File: src/rtl/core/xor_cipher_crc32_frame_check_core_defines.svh
// Assertion macros for the XOR cipher and CRC-32 frame check core.
// Used by the top level; expects clk and rst_n in scope.
`ifndef XOR_CIPHER_CRC32_FRAME_CHECK_CORE_DEFINES_SVH
`define XOR_CIPHER_CRC32_FRAME_CHECK_CORE_DEFINES_SVH

// Same-cycle implication, disabled during reset.
`define XCC_ASSERT_SAME(label, cond_a, cond_b) \
    label: assert property (@(posedge clk) disable iff (!rst_n) (cond_a) |-> (cond_b)) \
        else $error("xcc core: same-cycle check failed");

// Next-cycle implication, disabled during reset.
`define XCC_ASSERT_NEXT(label, cond_a, cond_b) \
    label: assert property (@(posedge clk) disable iff (!rst_n) (cond_a) |=> (cond_b)) \
        else $error("xcc core: next-cycle check failed");

`endif

File: src/rtl/core/xcc_pkg.sv
// Package for the XOR cipher and CRC-32 frame check core.
// Holds CRC constants, field widths and register indexes; no dependencies.
`default_nettype none

package xcc_pkg;

    localparam int BYTE_W = 8;
    localparam int CRC_W  = 32;
    localparam int TDATA_W = 40;
    localparam int CFG_INDEX_W = 1;

    localparam logic [CRC_W-1:0] CRC_POLY   = 32'h04C1_1DB7;
    localparam logic [CRC_W-1:0] CRC_INIT   = 32'hFFFF_FFFF;
    localparam logic [CRC_W-1:0] CRC_XOROUT = 32'hFFFF_FFFF;
    localparam logic [CRC_W-1:0] CRC_TOPBIT = 32'h8000_0000;

    localparam logic [CFG_INDEX_W-1:0] REG_CIPHER_KEY = 1'd0;
    localparam logic [CFG_INDEX_W-1:0] REG_CHECK_MODE = 1'd1;

endpackage

`default_nettype wire

File: src/rtl/core/xcc_crc_byte.sv
// One-byte CRC-32 update, MSB first, as an unrolled eight-step XOR network.
// Depends on xcc_pkg for the polynomial and widths.
`default_nettype none

module xcc_crc_byte (
    input  wire logic [xcc_pkg::CRC_W-1:0]  crc_in,
    input  wire logic [xcc_pkg::BYTE_W-1:0] byte_in,
    output logic      [xcc_pkg::CRC_W-1:0]  crc_out
);
    import xcc_pkg::*;

    always_comb
    begin
        logic [CRC_W-1:0] crc;
        crc = crc_in ^ {byte_in, {(CRC_W-BYTE_W){1'b0}}};
        for (int k = 0; k < BYTE_W; k++)
        begin
            if ((crc & CRC_TOPBIT) != '0)
            begin
                crc = {crc[CRC_W-2:0], 1'b0} ^ CRC_POLY;
            end
            else
            begin
                crc = {crc[CRC_W-2:0], 1'b0};
            end
        end
        crc_out = crc;
    end

endmodule

`default_nettype wire

File: src/rtl/core/xor_cipher_crc32_frame_check_core.sv
// XOR cipher with CRC-32/BZIP2 frame check: top level.
// Depends on xcc_pkg, xcc_crc_byte and the assertion macro header.
// The core takes one word per clock cycle unless m_tready stalls the output,
// and passes each result through an input register and an output register. The
// rate is set by the running CRC register, which is updated once per word by
// a combinational eight-bit XOR network between the two registers. Each input
// word is one payload byte; in generate mode it is enciphered with the key and
// the ciphertext enters the CRC, in check mode the received byte enters the
// CRC and the deciphered byte is passed out. On the word marked by tlast the
// final CRC is reported, compared with the expected value in check mode, and
// the CRC register is reloaded for the next frame.
`default_nettype none
`include "xor_cipher_crc32_frame_check_core_defines.svh"

module xor_cipher_crc32_frame_check_core (
    input  wire logic                             clk,
    input  wire logic                             rst_n,
    input  wire logic                             cfg_we,
    input  wire logic [xcc_pkg::CFG_INDEX_W-1:0]  cfg_index,
    input  wire logic [xcc_pkg::BYTE_W-1:0]       cfg_data,
    input  wire logic                             s_tvalid,
    output logic                                  s_tready,
    // Fields from bit 0: data_byte[7:0], header_crc[39:8].
    input  wire logic [xcc_pkg::TDATA_W-1:0]      s_tdata,
    input  wire logic                             s_tlast,
    output logic                                  m_tvalid,
    input  wire logic                             m_tready,
    // Fields from bit 0: out_byte[7:0], crc_value[39:8].
    output logic      [xcc_pkg::TDATA_W-1:0]      m_tdata,
    output logic                                  m_tlast,
    // Fields from bit 0: crc_match[0].
    output logic                                  m_tuser
);
    import xcc_pkg::*;

    logic [BYTE_W-1:0] key_reg;
    logic              mode_reg;
    logic [CRC_W-1:0]  crc_reg;
    logic [CRC_W-1:0]  crc_next;

    logic              in_valid_reg;
    logic [BYTE_W-1:0] in_byte_reg;
    logic              in_last_reg;
    logic [CRC_W-1:0]  in_expect_reg;

    logic              out_valid_reg;
    logic [BYTE_W-1:0] out_byte_reg;
    logic [CRC_W-1:0]  out_crc_reg;
    logic              out_last_reg;
    logic              out_match_reg;

    logic              out_adv;
    logic              in_adv;
    logic [BYTE_W-1:0] xored;
    logic [BYTE_W-1:0] cipher_byte;
    logic [CRC_W-1:0]  crc_step;
    logic [CRC_W-1:0]  crc_final;

    assign out_adv  = !out_valid_reg || m_tready;
    assign in_adv   = in_valid_reg && out_adv;
    assign s_tready = !in_valid_reg || out_adv;

    assign xored       = in_byte_reg ^ key_reg;
    assign cipher_byte = mode_reg ? in_byte_reg : xored;

    xcc_crc_byte u_crc_byte (
        .crc_in  (crc_reg),
        .byte_in (cipher_byte),
        .crc_out (crc_step)
    );

    assign crc_final = crc_step ^ CRC_XOROUT;
    assign crc_next  = in_last_reg ? CRC_INIT : crc_step;

    always_ff @(posedge clk or negedge rst_n)
    begin
        if (!rst_n)
        begin
            key_reg  <= '0;
            mode_reg <= 1'b0;
        end
        else if (cfg_we)
        begin
            unique case (cfg_index)
                REG_CIPHER_KEY: key_reg  <= cfg_data;
                REG_CHECK_MODE: mode_reg <= cfg_data[0];
                default: ;
            endcase
        end
    end

    always_ff @(posedge clk or negedge rst_n)
    begin
        if (!rst_n)
        begin
            crc_reg       <= CRC_INIT;
            in_valid_reg  <= 1'b0;
            out_valid_reg <= 1'b0;
        end
        else
        begin
            if (s_tvalid && s_tready)
            begin
                in_valid_reg <= 1'b1;
            end
            else if (in_adv)
            begin
                in_valid_reg <= 1'b0;
            end
            if (out_adv)
            begin
                out_valid_reg <= in_valid_reg;
            end
            if (in_adv)
            begin
                crc_reg <= crc_next;
            end
        end
    end

    always_ff @(posedge clk)
    begin
        if (s_tvalid && s_tready)
        begin
            in_byte_reg   <= s_tdata[BYTE_W-1:0];
            in_expect_reg <= s_tdata[BYTE_W+CRC_W-1:BYTE_W];
            in_last_reg   <= s_tlast;
        end
        if (in_adv)
        begin
            out_byte_reg  <= xored;
            out_last_reg  <= in_last_reg;
            out_crc_reg   <= in_last_reg ? crc_final : '0;
            out_match_reg <= in_last_reg && mode_reg && (crc_final == in_expect_reg);
        end
    end

    assign m_tvalid = out_valid_reg;
    assign m_tdata  = {out_crc_reg, out_byte_reg};
    assign m_tlast  = out_last_reg;
    assign m_tuser  = out_match_reg;

    `XCC_ASSERT_NEXT(a_crc_reload, in_adv && in_last_reg, crc_reg == CRC_INIT)
    `XCC_ASSERT_SAME(a_match_on_last, m_tvalid && m_tuser, m_tlast)
    `XCC_ASSERT_SAME(a_crc_zero_mid, m_tvalid && !m_tlast, m_tdata[TDATA_W-1:BYTE_W] == '0)
    `XCC_ASSERT_NEXT(a_input_held, in_valid_reg && !out_adv, in_valid_reg)

endmodule

`default_nettype wire
File: config.mk
export PLATFORM = sky130hd
export DESIGN_NAME = xor_cipher_crc32_frame_check_core
export DESIGN_NICKNAME = d
export VERILOG_FILES = /design/src/rtl/core/xcc_pkg.sv /design/src/rtl/core/xcc_crc_byte.sv /design/src/rtl/core/xor_cipher_crc32_frame_check_core.sv
export VERILOG_INCLUDE_DIRS = /design/src /design/src/rtl/core
export SDC_FILE = /design/constraint.sdc
export NUM_CORES = 1
export LEC_CHECK = 0
export ABC_AREA = 1
export BUFFER_PORTS_ARGS = -buffer_cell sky130_fd_sc_hd__buf_2
export CAP_MARGIN = 20
export CORE_UTILIZATION = 38
export CTS_CLUSTER_DIAMETER = 120
export DETAILED_ROUTE_END_ITERATION = 6
export GPL_TIMING_DRIVEN = 1
export PLACE_DENSITY_LB_ADDON = 0.15
export SYNTH_ARGS = -nofsm -noshare
export SYNTH_HDL_FRONTEND = slang
export SYNTH_SLANG_ARGS = --single-unit
File: constraint.sdc
create_clock -name clk -period 7.4 [get_ports clk]
set_input_delay 0.37 -clock clk [delete_from_list [all_inputs] [get_ports clk]]
set_output_delay 0.37 -clock clk [all_outputs]
set_load 0.005 [all_outputs]
==> flow_metrics.py <==
metrics = {
    "cells_and_area": {
        "finalNetCount": 995,
        "final_util": 0.467,
        "drive_gt1_frac": 0.216,
        "multiInputGateArea_um2": 2720,
        "n_fill_cell": 1763,
        "diodes": 0,
        "final_cells": 1178,
        "final_area_um2": 8130,
        "layout.area.seq_um2": 3610,
        "syn_to_final_growth_pct": 19.5,
    },
    "sta": {
        "relSlewSlack": 0.346,
        "grt_setup_unrepaired": "no",
        "final.min_clock_period_ns": 3.05,
        "fin_ws_ns": 4.35,
        "max_freq_mhz": 328,
        "min_period_over_period": 0.412,
        "slew_violations": 0,
        "tightest_slew_ns": 0.975,
        "skew_ns": 0.00922,
        "final-hold-violation-count": 0,
        "tns_ns": 0,
        "hold_ws_ns": 0.119,
        "finalSetupViolations": 0,
    },
    "pwr": {
        "switching_share": 0.444,
        "internal_power_mw": 2.13,
        "peakVddDrop_mv": 0.222,
        "clkPwrFrac": 0.214,
        "total_power_mw": 3.83,
        "cellLeakagePower_nw": 4.06,
        "power.share.sequential": 0.299,
        "comb_power_share": 0.487,
        "p_switching_mw": 1.70,
        "power_density_nw_per_um2": 472,
    },
    "global_routing": {
        "grt_pass1_vias": 5334,
        "grt_most_used_layer": "met2",
        "grt_max_degree": 42,
        "gr-usage-met1": 0.288,
        "grt_use_met3": 0.0449,
        "track_usage": 0.210,
        "grt_remaining_overflow": 0,
        "use_met2": 0.329,
        "antenna_found_initial": 0,
        "grt_pass1_wl_um": 28400,
    },
    "synth": {
        "yosys.area.top_type": "edfxtp_1",
        "syn_nets": 885,
        "syn-mean-instance-area_um2": 8.20,
        "yosysSeqAreaShare": 0.530,
        "ys.warnings.count": 0,
        "synthCells": 830,
        "synth-seq-cells": 126,
        "yosysMostFrequentCell": "nand2_1",
        "synth_edf_count": 83,
        "synthArstFlopShare": 0.341,
        "syn-cell-area_um2": 6800,
        "netlist_top_cells_area": "edfxtp_1, nand2_1, dfstp_2, nand3_1, inv_1",
        "netlist-cell-type-count": 29,
        "synth_top_cells_by_count": "nand2_1, inv_1, edfxtp_1, nand3_1, nor2_1",
        "synth_top_area_frac": 0.366,
        "synth_top_flop_cell": "edfxtp_1",
    },
    "floorplan": {
        "dieArea_um2": 18400,
        "fp.dieW_um": 136,
        "start_util": 0.391,
        "dieHeight_um": 136,
        "rows": 48,
        "core-area_um2": 17400,
        "io_pins": 99,
    },
    "clock_tree": {
        "cts.sinks": 126,
        "cts_max_path_buffers": 2,
        "path_clk_slew_ns": 0.05,
        "cts_hold_buffers": 1,
        "clock_latency_ns": 0.43,
        "cts_tree": "yes",
        "cts_resized": 0,
        "post_cts.repair.setup_buffers": 0,
        "numCtsBuffers": 17,
        "cts.htree.levels": 4,
        "clockRootBuffer": "clkbuf_16",
    },
    "placement": {
        "io_buffers": 98,
        "pre_cts_ws_ns": 4.44,
        "place_area_um2": 7540,
        "dpl.hpwl_um": 13500,
        "dp.cells": 1145,
        "gp_congestion": 0.869,
    },
    "worst_setup_path": {
        "crit_path_end_kind": "register",
        "setup.worst_path.start": "mode_reg$_DFFE_PN0P_",
        "reg2reg_from": "mode_reg$_DFFE_PN0P_",
        "cp.arrival_ns": 3.33,
        "start_kind": "register",
        "cp.required_ns": 7.68,
        "path_class": "reg2reg",
        "cp_max_fo": 19,
    },
    "routing": {
        "firstDrtPassIters": 5,
        "wire_per_inst_um": 15.7,
        "drtAntennaViolNets": 0,
        "post-route-drc-count": 0,
        "drt-initial-drc-count": 366,
        "wirelength_um": 18500,
        "viasPerCell": 4.93,
        "num_vias": 5811,
    },
    "hold_path": {
        "hp-class": "in2reg",
        "hp-start": "s_tlast",
    },
    "run": {
        "maxCapViolCount": 0,
    },
    "status": {
        "outcome": "complete, no violations",
    },
}
power groups by stage:
stage	Clock, mW	Combinational, mW	Sequential, mW
after floorplan	0	1.33	1.13
after global routing	0.861	2.10	1.17
after detailed placement	0	1.86	1.16
after CTS	0.835	1.87	1.15
final	0.821	1.87	1.15
after global placement	0	1.85	1.16
per-layer routing:
| metal | vias to the layer above | share of wire |
|---|---|---|
| met2 | 157 | 0.46 |
| met1 | 2732 | 0.47 |
| met4 | 0 | 0.013 |
| met5 | - | 0 |
| li1 | 2905 | - |
| met3 | 17 | 0.055 |
final timing paths:
check / end / slack, ns / cells past startpoint
max: m_tuser$_DFFE_PP_ / 4.35 / 18
min: in_last_reg$_DFFE_PP_ / 0.12 / 1
max reg2reg: m_tuser$_DFFE_PP_ / 4.35 / 18
min reg2reg: crc_reg[11]$_DFFE_PN1P_ / 0.52 / 2
max in group asynchronous: crc_reg[14]$_DFFE_PN1P_ / 6.33 / 3
min in group asynchronous: key_reg[2]$_DFFE_PN0P_ / 0.45 / 2
cell usage in the layout, fill, tap and decap left out:
master / netlist / final
xor2_1: 10 / 10
o22ai_1: 24 / 24
clkbuf_1: 8 / 6
o21ai_0: 2 / 2
xnor2_1: 1 / 1
clkinv_2: 0 / 2
nand3b_1: 16 / 16
clkbuf_16: 0 / 17
dfrtp_1: 11 / 11
dlygate4sd3_1: 0 / 1
nor2_1: 56 / 56
o22a_1: 1 / 1
inv_2: 1 / 2
buf_4: 1 / 3
inv_1: 100 / 99
clkinvlp_4: 0 / 2
and2_1: 1 / 1
inv_6: 1 / 1
nand3_2: 7 / 7
a21oi_1: 15 / 15
bufinv_16: 0 / 2
buf_12: 0 / 1
nand2_2: 29 / 29
a31oi_1: 1 / 1
inv_4: 1 / 1
a22oi_1: 7 / 7
dfstp_2: 32 / 32
nand3_1: 80 / 80
nand2_1: 330 / 330
clkbuf_8: 0 / 3
xor3_1: 1 / 1
nand2_4: 6 / 6
clkinv_1: 2 / 2
buf_2: 0 / 98
edfxtp_1: 83 / 83
kinds of logic (layout without fill, tap and decap cells):
logic type | count (synthesis) | in the layout | share of synthesized area
compound gates | 50 | 50 | 0.0445
flops | 126 | 126 | 0.530
buf+inv | 117 | 240 | 0.0701
xor+xnor | 12 | 12 | 0.0177
simple gates | 525 | 525 | 0.337
area by class of cell:
type,instances,area share
Tap cell,225,0.0346
Inverter,105,0.0494
Clock inverter,6,0.0105
Sequential cell,126,0.444
Timing Repair Buffer,103,0.0668
Clock buffer,26,0.0602
Multi-Input combinational cell,587,0.334
critical path, stage by stage (launching register included):
cell and delay (ns):
dfrtp_1 0.79, inv_6 0.16, nand3_1 0.18, nand3_1 0.10, nand2_2 0.24, nand2_1 0.10, nand2_2 0.18, inv_2 0.09
nand2_2 0.09, nand2_2 0.10, nand2_1 0.11, nand2_1 0.10, nand2_1 0.08, nand2_1 0.06, nor2_1 0.16, nand2_1 0.09
nor2_1 0.12, nand2_1 0.07, nor2_1 0.09
Note: power is estimated with default switching activity, not from simulation.
